<file path="config.mk">
export PLATFORM = sky130hd
export DESIGN_NAME = mcconv_ctrl
export DESIGN_NICKNAME = d
export VERILOG_FILES = /design/src/hw/rtl/mcconv_pkg.sv /design/src/hw/rtl/mcconv_ctrl.sv
export VERILOG_INCLUDE_DIRS = /design/src /design/src/hw/rtl
export SDC_FILE = /design/constraint.sdc
export NUM_CORES = 1
export LEC_CHECK = 0
export ABC_AREA = 1
export BUFFER_PORTS_ARGS = -buffer_cell sky130_fd_sc_hd__buf_4
export CORE_AREA = 2 2 39 41
export CTS_CLUSTER_DIAMETER = 30
export DETAILED_ROUTE_END_ITERATION = 6
export DIE_AREA = 0 0 41 43
export GPL_ROUTABILITY_DRIVEN = 1
export MAX_ROUTING_LAYER = met4
export PLACE_DENSITY_LB_ADDON = 0.12
export SETUP_SLACK_MARGIN = 0.15
export SYNTH_ARGS = -nofsm -noshare
export SYNTH_HDL_FRONTEND = slang
export SYNTH_SLANG_ARGS = --single-unit
export TNS_END_PERCENT = 30
</file>
<file path="constraint.sdc">
create_clock -name clk_i -period 1.6 [get_ports clk_i]
set_clock_uncertainty 0.1 [all_clocks]
set_input_delay 0.32 -clock clk_i [delete_from_list [all_inputs] [get_ports clk_i]]
set_output_delay 0.32 -clock clk_i [all_outputs]
set_load 0.1 [all_outputs]
</file>
<file path="src/hw/rtl/assert_macros.svh">
// ----------------------------------------------------------------------------
// Assertion macros shared by the RTL. Empty when SYNTHESIS is set.
// ----------------------------------------------------------------------------
`ifndef ASSERT_MACROS_SVH
`define ASSERT_MACROS_SVH
`ifndef SYNTHESIS
// property must hold at every clock edge out of reset
`define MC_ASSERT(lbl, clk, rst_n, prop, msg) \
  lbl: assert property (@(posedge clk) disable iff (!rst_n) prop) else $error(msg);
// expression must never be true out of reset
`define MC_ASSERT_NEVER(lbl, clk, rst_n, expr, msg) \
  lbl: assert property (@(posedge clk) disable iff (!rst_n) !(expr)) else $error(msg);
`else
`define MC_ASSERT(lbl, clk, rst_n, prop, msg)
`define MC_ASSERT_NEVER(lbl, clk, rst_n, expr, msg)
`endif
`endif

</file>
<file path="src/hw/rtl/mcconv_pkg.sv">
// ----------------------------------------------------------------------------
// mcconv_pkg
// Types, field layout and constants of the multi-channel convolution unit.
// ----------------------------------------------------------------------------
package mcconv_pkg;

  // default store dimensions
  localparam int DEF_MAX_IMG_W    = 64;
  localparam int DEF_MAX_IMG_H    = 64;
  localparam int DEF_MAX_CHANNELS = 4;
  localparam int DEF_MAX_FILT_W   = 5;
  localparam int DEF_MAX_FILT_H   = 5;
  localparam int DEF_MAX_FILTERS  = 8;

  // input fields
  localparam int FUNC_W = 2;
  localparam int FI_W   = 3;
  localparam int CI_W   = 2;
  localparam int ROW_W  = 6;
  localparam int COL_W  = 6;
  localparam int VAL_W  = 16;

  localparam int FI_LSB  = 0;
  localparam int CI_LSB  = FI_LSB + FI_W;
  localparam int ROW_LSB = CI_LSB + CI_W;
  localparam int COL_LSB = ROW_LSB + ROW_W;
  localparam int VAL_LSB = COL_LSB + COL_W;
  localparam int IN_BITS = VAL_LSB + VAL_W;
  localparam int S_TDATA_W = ((IN_BITS + 7) / 8) * 8;

  // result fields
  localparam int SUM_W     = 40;
  localparam int M_TDATA_W = SUM_W;
  localparam int PROD_W    = 2 * VAL_W;

  localparam logic signed [SUM_W-1:0] SUM_MAX = 40'sh7F_FFFF_FFFF;
  localparam logic signed [SUM_W-1:0] SUM_MIN = 40'sh80_0000_0000;

  // configuration registers
  localparam int CFG_IDX_W  = 3;
  localparam int CFG_DATA_W = 7;
  localparam int CFG_IW_W   = 7;
  localparam int CFG_IH_W   = 7;
  localparam int CFG_FW_W   = 3;
  localparam int CFG_FH_W   = 3;
  localparam int CFG_NC_W   = 3;
  localparam int CFG_NF_W   = 4;

  localparam logic [CFG_IW_W-1:0] RST_IMAGE_WIDTH   = 7'd64;
  localparam logic [CFG_IH_W-1:0] RST_IMAGE_HEIGHT  = 7'd64;
  localparam logic [CFG_FW_W-1:0] RST_FILTER_WIDTH  = 3'd3;
  localparam logic [CFG_FH_W-1:0] RST_FILTER_HEIGHT = 3'd3;
  localparam logic [CFG_NC_W-1:0] RST_CHANNEL_COUNT = 3'd1;
  localparam logic [CFG_NF_W-1:0] RST_FILTER_COUNT  = 4'd1;

  typedef enum logic [CFG_IDX_W-1:0] {
    REG_IMAGE_WIDTH   = 3'd0,
    REG_IMAGE_HEIGHT  = 3'd1,
    REG_FILTER_WIDTH  = 3'd2,
    REG_FILTER_HEIGHT = 3'd3,
    REG_CHANNEL_COUNT = 3'd4,
    REG_FILTER_COUNT  = 3'd5
  } reg_idx_e;

  typedef enum logic [FUNC_W-1:0] {
    FUNC_PIXEL   = 2'd0,
    FUNC_WEIGHT  = 2'd1,
    FUNC_COMPUTE = 2'd2
  } func_e;

  typedef enum logic [1:0] {
    ST_IDLE,
    ST_RUN,
    ST_DRAIN,
    ST_DONE
  } state_e;

  typedef struct packed {
    logic wr_pix;
    logic wr_wgt;
    logic start;
    logic step;
    logic load_out;
  } cmd_t;

  typedef struct packed {
    logic [FUNC_W-1:0] func;
    logic              range_err;
    logic              last;
    logic              busy;
    logic              out_full;
  } status_t;

endpackage

</file>
<file path="src/hw/rtl/mcconv_ctrl.sv">
// ----------------------------------------------------------------------------
// mcconv_ctrl
// Sequencer: takes input transactions, steps the tap loop, drains the MAC
// pipeline and hands the sum to the result register.
// ----------------------------------------------------------------------------
`include "assert_macros.svh"

module mcconv_ctrl (
  input  logic                 clk_i,
  input  logic                 rst_ni,
  input  logic                 in_valid_i,
  output logic                 in_ready_o,
  input  mcconv_pkg::status_t  status_i,
  output mcconv_pkg::cmd_t     cmd_o
);
  import mcconv_pkg::*;

  state_e state_q, state_d;
  logic   in_fire;

  assign in_fire = in_valid_i && (state_q == ST_IDLE);

  always_ff @(posedge clk_i or negedge rst_ni) begin
    if (!rst_ni) begin
      state_q <= ST_IDLE;
    end else begin
      state_q <= state_d;
    end
  end

  // next state
  always_comb begin
    state_d = state_q;
    case (state_q)
      ST_IDLE: begin
        if (in_fire && (status_i.func == FUNC_COMPUTE)) begin
          state_d = status_i.range_err ? ST_DONE : ST_RUN;
        end
      end
      ST_RUN: begin
        if (status_i.last) begin
          state_d = ST_DRAIN;
        end
      end
      ST_DRAIN: begin
        if (!status_i.busy) begin
          state_d = ST_DONE;
        end
      end
      ST_DONE: begin
        if (!status_i.out_full) begin
          state_d = ST_IDLE;
        end
      end
      default: state_d = ST_IDLE;
    endcase
  end

  // outputs
  always_comb begin
    in_ready_o     = 1'b0;
    cmd_o          = '0;
    case (state_q)
      ST_IDLE: begin
        in_ready_o   = 1'b1;
        cmd_o.wr_pix = in_fire && (status_i.func == FUNC_PIXEL);
        cmd_o.wr_wgt = in_fire && (status_i.func == FUNC_WEIGHT);
        cmd_o.start  = in_fire && (status_i.func == FUNC_COMPUTE);
      end
      ST_RUN: begin
        cmd_o.step = 1'b1;
      end
      ST_DRAIN: ;
      ST_DONE: begin
        cmd_o.load_out = !status_i.out_full;
      end
      default: ;
    endcase
  end

  `MC_ASSERT(a_step_enters_pipe, clk_i, rst_ni, cmd_o.step |=> status_i.busy, "read lost")
  `MC_ASSERT_NEVER(a_load_while_busy, clk_i, rst_ni, cmd_o.load_out && status_i.busy, "sum not drained")
  `MC_ASSERT_NEVER(a_accept_while_busy, clk_i, rst_ni, in_ready_o && status_i.busy, "accept during MAC")

endmodule

</file>
# Yosys cells after proc, flatten, opt, wreduce, memory -nomap -nowiden

Index checks and enable logic that the tools add are counted.

Bits in registers: 2
Latch bits: 0
RAM bits: 0
Bits in read-only memories: 0
Input bits: 9
Output and inout port bits: 6
Word-level logic and storage cells: 28
Memories: 0

Add/sub/neg operators: 0
Multipliers: 0
Div/mod/pow operators: 0
Order comparisons: 0
Equality and inequality tests: 9
Shift-type cells: 0
Muxes and demuxes: 10
Bitwise gates (word level): 0
Reductions and logical operators: 8

Operators with widths:

| kind                 | count |
|---|---|
| $mux W2              | 5 |
| $pmux W2 S4          | 1 |
| $eq A2 B2 Y1 const B | 3 |
| $ne A2 B2 Y1 const B | 3 |
| $eq A2 B1 Y1 const B | 2 |
| $logic_and A1 B1 Y1  | 4 |
| $logic_not A2 Y1     | 2 |
| $reduce_and A4 Y1    | 1 |
| $mux W1              | 3 |
| $mux W3              | 1 |
| $ne A2 B1 Y1 const B | 1 |
| $logic_not A1 Y1     | 1 |

# Depth between registers and ports, before layout

Gate-level depths: netlist of the first run.

Depth in word-level cells: 5
Mapped depth: 9

# Worst setup path before layout of the first run

No wires, ideal clock.

Path kind: flip-flop to output port
Start: reg state_q[0]
End: out cmd_o[4] (netlist name)
Arrival time: 3568 ps
Required time: 1180 ps
Path slack: -2388 ps
Stages on the path, launching flop included: 5
Buffers on the path: 0
Path through: dfrtp_1 inv_1 ha_1 nand2_2 nor3_1

RTL lines:

| element                | line              | source |
|---|---|---|
| start, declared        | mcconv_ctrl.sv:18 | `state_e state_q, state_d;` |
| start signal, assigned | mcconv_ctrl.sv:27 | `state_q <= state_d;` |
| end, declared          | mcconv_ctrl.sv:14 | `output mcconv_pkg::cmd_t cmd_o` |

==> reports/summary.md, run 1 <==
The flow ran to the end, but the final reports show violations. The checks that failed: negative setup slack. Clock tree synthesis inserted a total of 3 buffers.

STA classifies the critical path startpoint as a flop. The clock-pin slew reported for the worst setup and hold paths after clock tree synthesis works out to 0.03 ns. The total iterations of the first detailed-routing run is 1, and the initial antenna violation count is 0.

The total instance count after detailed placement is 70, and the static leakage is 0.292 nW. The tools report the clock sink count as 2. The cell sitting at the root of the clock tree is a sky130_fd_sc_hd__clkbuf_4. In the global route stage, overall resource usage came out at 8.23%. Worst setup path category: flop to output pin. A synthesized cell averages 6.73 sq um.

Relative to the synthesized area, the layout overhead comes to 135%. The Yosys step of the flow raised 0 warnings. The count of buffers inserted at the top-level ports is 14, and the global placement routability congestion is 0.702. For this run the aggregate overflow at the end of global routing stands at 0. For this block, the routed nets add up to 654 microns of wire.

The number of antenna diodes in the final layout is 0. The net count of the finished layout is 75. The tools report the data arrival at the endpoint of the critical path as 1.30 ns. Minimum setup slack in the final design: -0.118 ns. Synthesis produced a netlist whose cell count is 37.

The area of the mapped netlist is 249 sq um. The startpoint identified for the worst register-to-register timing path is state_q[1]. The count of H-tree levels built during CTS came out at 1.

TritonCTS built the clock tree. The count of nets left with antenna violations once routing finished came out at 0. In the routed design, unresolved DRC markers number 0.

The register with the most flip-flops in the layout has 2 of them. The final number of hold-violating endpoints was 0. The via count of the first global-routing pass was 277; the cell count of the worst reg-to-reg path was 7. Yosys attributes the largest share of cell area to sky130_fd_sc_hd__dfrtp_1, sky130_fd_sc_hd__ha_1, sky130_fd_sc_hd__nand2_1.

The worst hold path belongs to the class input pin to async pin. The distinct cell type count of the synthesized netlist came out at 12. The average wire length per cell after detail routing came out at 8.61 microns. The endpoint identified for the worst register-to-register timing path is state_q[0]. The transition at the pin with the smallest max-transition slack was 0.189 ns; the total I/O pin count was 15. The data required time of the worst path is 1.18 ns, and the flip-flop and latch count after synthesis is 2.

For the area of the core region, the log shows 1380 sq um. The largest registers in the layout are state_q x2. The largest total area in the synthesized netlist belongs to sky130_fd_sc_hd__dfrtp_1. The run gives 519 microns as the half-perimeter wire length after placement.

The peak supply drop came out at 0.697 mV. Ratio of total power to cell area: 2150 nW/um^2. In this run the biggest area consumer among cell types represents 20.1% of the synthesized area. The die covers 1760 sq um.

When the netlist entered floorplanning its net count stood at 50. The maximum operating frequency is 0.582 GHz, and the setup-violating endpoint count in the final report is 5. The tools report the number of rows created at floorplan as 14. The die is 41 microns wide. Prior to clock tree synthesis, the placed netlist has a worst setup slack of 0.0510 ns. The number of max-slew violations in the final report is 0, and the ratio of routed vias to standard cells is 3.76. The power consumption is 0.00125 W. More flip-flops sit in one register than any other, and that register is state_q.

Kind of end point of the critical path: an output pin. Along the worst path, the maximum fanout reaches 3. The first-pass GRT wire length is 993 microns, and the count of non-filler cells in the finished layout is 76.

The worst-case register-to-register setup slack was 0.16 ns. The later pin in the worst-skew pair is clocked with a latency of 0.22 ns. Setup repair after global routing could not meet its margin everywhere. The die is 43 microns tall. The number of max-capacitance violations reported was 0; the final critical delay including setup and external delays was 1.72 ns. The fraction of final layout cells with drive strength greater than 1 is 68.3%, and the detailed router's first-iteration violation count is 0.

The maximum root-to-sink buffer count was 2; the largest net degree at the start of global routing was 6. The logs give 20.1% for the share of the yosys chip area belonging to registers and 18.0% for the effective utilization at floorplan. In the finished design, the share of the clock period the worst path needs comes to 107%. The normalized max-slew margin is 87.4%. The routed layout has 286 vias.
==> what timing repair did <==
item | 4_1_cts | 5_1_grt
pin swaps | 1 | 3
gates cloned | 0 | 0
endpoints found under the setup margin | 6 | 7
hold endpoints to repair | 2 | 0
setup buffers | 0 | 2
resized for setup | 18 | 7
hold buffers | 1 | 0
==> cell usage after synthesis <==
library cell and instances:
sky130_fd_sc_hd__nor2_1 3, sky130_fd_sc_hd__nand2_2 4, sky130_fd_sc_hd__ha_1 4, sky130_fd_sc_hd__nor2_4 2, sky130_fd_sc_hd__nand2_1 9, sky130_fd_sc_hd__nand3_1 2
sky130_fd_sc_hd__o21ai_0 1, sky130_fd_sc_hd__nor3_1 1, sky130_fd_sc_hd__dfrtp_1 2, sky130_fd_sc_hd__or2_2 1, sky130_fd_sc_hd__inv_2 1, sky130_fd_sc_hd__inv_1 7
==> through the flow <==
step           cell area, sq um  utilization [%]  setup TNS (ns)  hold WS [ns]
2_1_floorplan               288                -           -2.32       -0.0756
3_3_place_gp                435             31.5               0       0.00414
3_5_place_dp                435             31.5               0       0.00263
4_1_cts                     538             38.9          -0.294         0.299
5_1_grt                     584             42.2          -0.509         0.350
6_report                    584             42.2          -0.266         0.321
==> critical path, stage by stage (launching register included) <==
cell and delay (ns):
sky130_fd_sc_hd__dfrtp_1 0.38, sky130_fd_sc_hd__inv_2 0.08, sky130_fd_sc_hd__ha_4 0.14, sky130_fd_sc_hd__nand2_4 0.07
sky130_fd_sc_hd__nor3_4 0.20, sky130_fd_sc_hd__buf_12 0.20
==> logic make-up (layout without fill, tap and decap cells) <==
group,after synthesis,after routing,synth area share [%]
simple gates,22,22,45.7
buf+inv,8,31,12.1
fa+ha+maj,4,4,20.1
flops,2,2,20.1
compound gates,1,1,2.01
==> area by class of cell <==
class	count	area, sq um
sequential	2	50.0
timing repair buffer	20	231
clock buffer	3	22.5
inverter	8	30.0
multi-input combinational	27	230
fill	132	800
tap	16	20.0
==> metal layers <==
layer  routed length, microns  track usage (%)
met1                      257             9.65
met2                      365             12.5
met3                       32            0.524
met4                        0             6.00
met5                        0                -
==> cells in the final DEF (no fill, tap or decap) <==
master / instances
sky130_fd_sc_hd__nor2_2: 1
sky130_fd_sc_hd__or2_2: 1
sky130_fd_sc_hd__buf_12: 6
sky130_fd_sc_hd__ha_4: 2
sky130_fd_sc_hd__nand3_1: 1
sky130_fd_sc_hd__nand2_4: 1
sky130_fd_sc_hd__dlygate4sd3_1: 1
sky130_fd_sc_hd__nor2_4: 3
sky130_fd_sc_hd__o21ai_0: 1
sky130_fd_sc_hd__buf_6: 1
sky130_fd_sc_hd__inv_1: 4
sky130_fd_sc_hd__dfrtp_1: 2
sky130_fd_sc_hd__ha_1: 1
sky130_fd_sc_hd__clkbuf_4: 3
sky130_fd_sc_hd__nand2_2: 4
sky130_fd_sc_hd__buf_4: 12
sky130_fd_sc_hd__inv_2: 4
sky130_fd_sc_hd__nor3_4: 1
sky130_fd_sc_hd__nand2_1: 8
sky130_fd_sc_hd__nor2_1: 1
sky130_fd_sc_hd__nand3_2: 1
sky130_fd_sc_hd__ha_2: 1
==> where the power goes <==
part           internal, W  leakage (nW)  switching (W)
combinational     0.000432         0.253       0.000616
sequential       0.0000788        0.0246      0.0000159
clock            0.0000827        0.0138      0.0000280
==> worst max-delay path by stage <==
stage,from,end,cells past startpoint
detailed placement,state_q[1],cmd_o[4],5
floorplan,state_q[1],cmd_o[4],4
global route,state_q[1],cmd_o[4],5
global placement,state_q[1],cmd_o[4],5
CTS,state_q[1],cmd_o[4],5
finish,state_q[1],cmd_o[4],5
No activity file was read; power rests on OpenSTA's default activity.
==> inputs of run 2 (changes only) <==
--- a/config.mk
+++ b/config.mk
@@ -15,6 +15,7 @@
 export GPL_ROUTABILITY_DRIVEN = 1
 export MAX_ROUTING_LAYER = met4
 export PLACE_DENSITY_LB_ADDON = 0.12
+export RECOVER_POWER = 25
 export SETUP_SLACK_MARGIN = 0.15
 export SYNTH_ARGS = -nofsm -noshare
 export SYNTH_HDL_FRONTEND = slang
==> run 2 against run 1 <==
The flow still finishes with violations (negative setup slack). Non-clock buffer count did not move. Setup slack did not move. Die area did not move. Clock power barely moved. Register-to-register slack barely moved. Worst hold slack got worse by 0.0069 ns. Utilization fell by 0.27 points. Via count did not move.
==> reports/summary.md, run 2 (synthesis gave the netlist of run 1 again) <==
The area added between synthesis and finish is 133%, and the static leakage is 0.288 nW (-1.2%). The tree is rooted in a sky130_fd_sc_hd__clkbuf_4. The logs give 519 microns (unchanged) for the half-perimeter wire length after placement and 653 microns (-0.15%) for the routed wire length. The switching part of the total came out at 52.7% (about the same). For the largest net degree at the start of global routing, the log shows 6 (unchanged). The final critical delay including setup and external delays is 1.72 ns (unchanged), and the maximum root-to-sink buffer count is 2 (unchanged).

The sequential share of power was 7.6% (about the same). In the final layout, the registers with the most flip-flops are state_q x2. Normalized max-slew margin: 87.4% (unchanged). For the total I/O pin count, the log shows 15 (unchanged). The path class of the tightest hold or removal check is input pin to async pin.

The critical path is of the flop to output pin type. The ratio of routed vias to standard cells works out to 3.76 (unchanged). The initial antenna violation count was 0 (unchanged). The average wire length per cell after detail routing was 8.59 microns (-0.15%). The clock sink count was 2 (unchanged); the transition at the pin with the smallest max-transition slack was 0.189 ns (unchanged). The logs give 0.22 ns (about the same) for the clock insertion delay at the later pin of the skew report and 286 (unchanged) for the via count of the routed design. The clock-pin slew reported for the worst setup and hold paths after clock tree synthesis was 0.03 ns (about the same). The tools report the number of routed nets with antenna violations as 0 (unchanged).

The global route total overflow is 0 (unchanged). The area of the core region is 1380 sq um (unchanged), and the ratio of total power to cell area is 2160 nW/um^2 (+0.56%). Number of design rule violations left after detail routing: 0 (unchanged).

STA classifies the critical path startpoint as a flop. The tools report the final number of hold-violating endpoints as 0 (unchanged). TritonCTS built the clock tree.

The first-pass GRT wire length was 993 microns (unchanged). The tools report the kind of end point of the critical path as an output pin. The run gives 1 (unchanged) as the count of H-tree levels built during CTS. The floorplan die area is 1760 sq um (unchanged). The total inserted antenna cells is 0 (unchanged), and the number of buffers created by CTS is 3 (unchanged). The die width is 41 microns (unchanged).

Leaving out fill and tap cells, the most frequent cells in the layout are sky130_fd_sc_hd__buf_4, sky130_fd_sc_hd__nand2_1, sky130_fd_sc_hd__buf_12. Leaving out fill and tap cells, the most frequent cell in the layout is sky130_fd_sc_hd__buf_4. The checks that failed: negative setup slack. The fill cell instance count of the final layout came out at 131 (-0.76%). The minimum setup slack in the final design is -0.118 ns (unchanged).

The tools report the total internal power as 0.000592 W (-0.17%). Setup repair after global routing could not meet its margin everywhere. The combinational share of power is 83.6% (about the same), and the overall track demand over capacity in global routing is 8.23% (unchanged).

The count of non-filler cells in the finished layout came out at 76 (unchanged). For the total instance count after detailed placement, the log shows 70 (unchanged). The run gives 0 (unchanged) as the number of max-slew violations in the final report. The run gives 0.000660 W (about the same) as the switching power of the nets.

The tools report the post-place setup slack as 0.0510 ns (unchanged). The final net count is 75 (unchanged), and the setup-violating endpoint count in the final report is 5 (unchanged). The share of the clock period used by the worst path came out at 107% (unchanged). The vertical die dimension was 43 microns (unchanged). The register containing the most flip-flops in the final layout was state_q. The tools report the maximum operating frequency as 0.582 GHz (unchanged).

The number of max-capacitance violations reported was 0 (unchanged). The peak supply drop is 0.697 mV (about the same). The effective utilization at floorplan was 18.0% (unchanged); the top fanout value on the critical path was 3 (unchanged). The tools report the global placement routability congestion as 0.702 (unchanged).

The logs give 14 (unchanged) for the number of rows created at floorplan and 277 (unchanged) for the via count of the first global-routing pass. For the power consumption, the log shows 0.00125 W (about the same). The total iterations of the first detailed-routing run is 1 (unchanged), and the part of the total power dissipated in the clock network is 8.8% (about the same).

The setup TNS after final layout is -0.266 ns (unchanged). The fraction of final layout cells with drive strength greater than 1 was 66.7% (-1.7 points). Data required time of the worst path: 1.18 ns (about the same). The data arrival at the endpoint of the critical path was 1.30 ns (about the same); the number of flip-flops under the largest register name was 2 (unchanged).

The count of buffers inserted at the top-level ports came out at 14 (unchanged). The detailed router's first-iteration violation count is 0 (unchanged). The flow ran to the end, but the final reports show violations.
[run 2: changes by cell type in the layout (fill, tap and decap cells not counted)]
cell,change
sky130_fd_sc_hd__buf_4,-1
sky130_fd_sc_hd__clkbuf_1,+1
[run 2: per-layer routing]
layer,up-vias,part of all wire [%],track usage [%]
li1,155,-,-
met1,125,39,9.65
met2,6,56,12.5
met3,0,4.9,0.524
met4,0,0,6.00
met5,-,0,-
[run 2: cell type report]
cell class	count	area, sq um	area share, %
flip-flops and latches	2	50.0	8.62
multi-input cells	27	230	39.7
clock buffers	3	22.5	3.88
repair buffers	20	228	39.2
well taps	16	20.0	3.45
inverters	8	30.0	5.17
[run 2: path summary, 6_finish.rpt]
kind	startpoint	end	slack, ns	depth (start not counted)
max	state_q[1]	cmd_o[4]	-0.12	5
min	rst_ni	state_q[1]	0.31	2
max reg2reg	state_q[1]	state_q[0]	0.16	7
min reg2reg	state_q[1]	state_q[1]	0.51	3
max in group asynchronous	rst_ni	state_q[0]	0.96	2
min in group clk_i	status_i[3]	state_q[1]	0.37	5
[run 2: timing repair]
action	CTS	global route
pin swaps	1	3
gates resized for setup	18	7
setup endpoints to repair	6	7
hold endpoints to repair	2	0
hold buffers	1	0
setup buffers	0	2
[run 2: power by group through the flow]
stage	combinational, W	sequential (W)	clock (W)
after floorplan	0.000648	0.000104	0
after global placement	0.000839	0.0000947	0
after detailed placement	0.000829	0.0000954	0
after CTS	0.000944	0.0000948	0.000120
after global routing	0.00112	0.0000971	0.000117
final	0.00105	0.0000947	0.000111
[run 2: metrics by stage]
step	hold WS (ns)	utilization [%]	area, sq um
after global routing	0.366	42.0	581
after global placement	0.00414	31.5	435
after floorplan	-0.0756	-	288
after detailed placement	0.00263	31.5	435
final	0.314	42.0	581
after CTS	0.299	38.9	538
[run 2: critical path: stages (launching register included)]
cell and delay [ns]:
sky130_fd_sc_hd__dfrtp_1 0.38, sky130_fd_sc_hd__inv_2 0.08, sky130_fd_sc_hd__ha_4 0.14, sky130_fd_sc_hd__nand2_4 0.07, sky130_fd_sc_hd__nor3_4 0.20, sky130_fd_sc_hd__buf_12 0.20
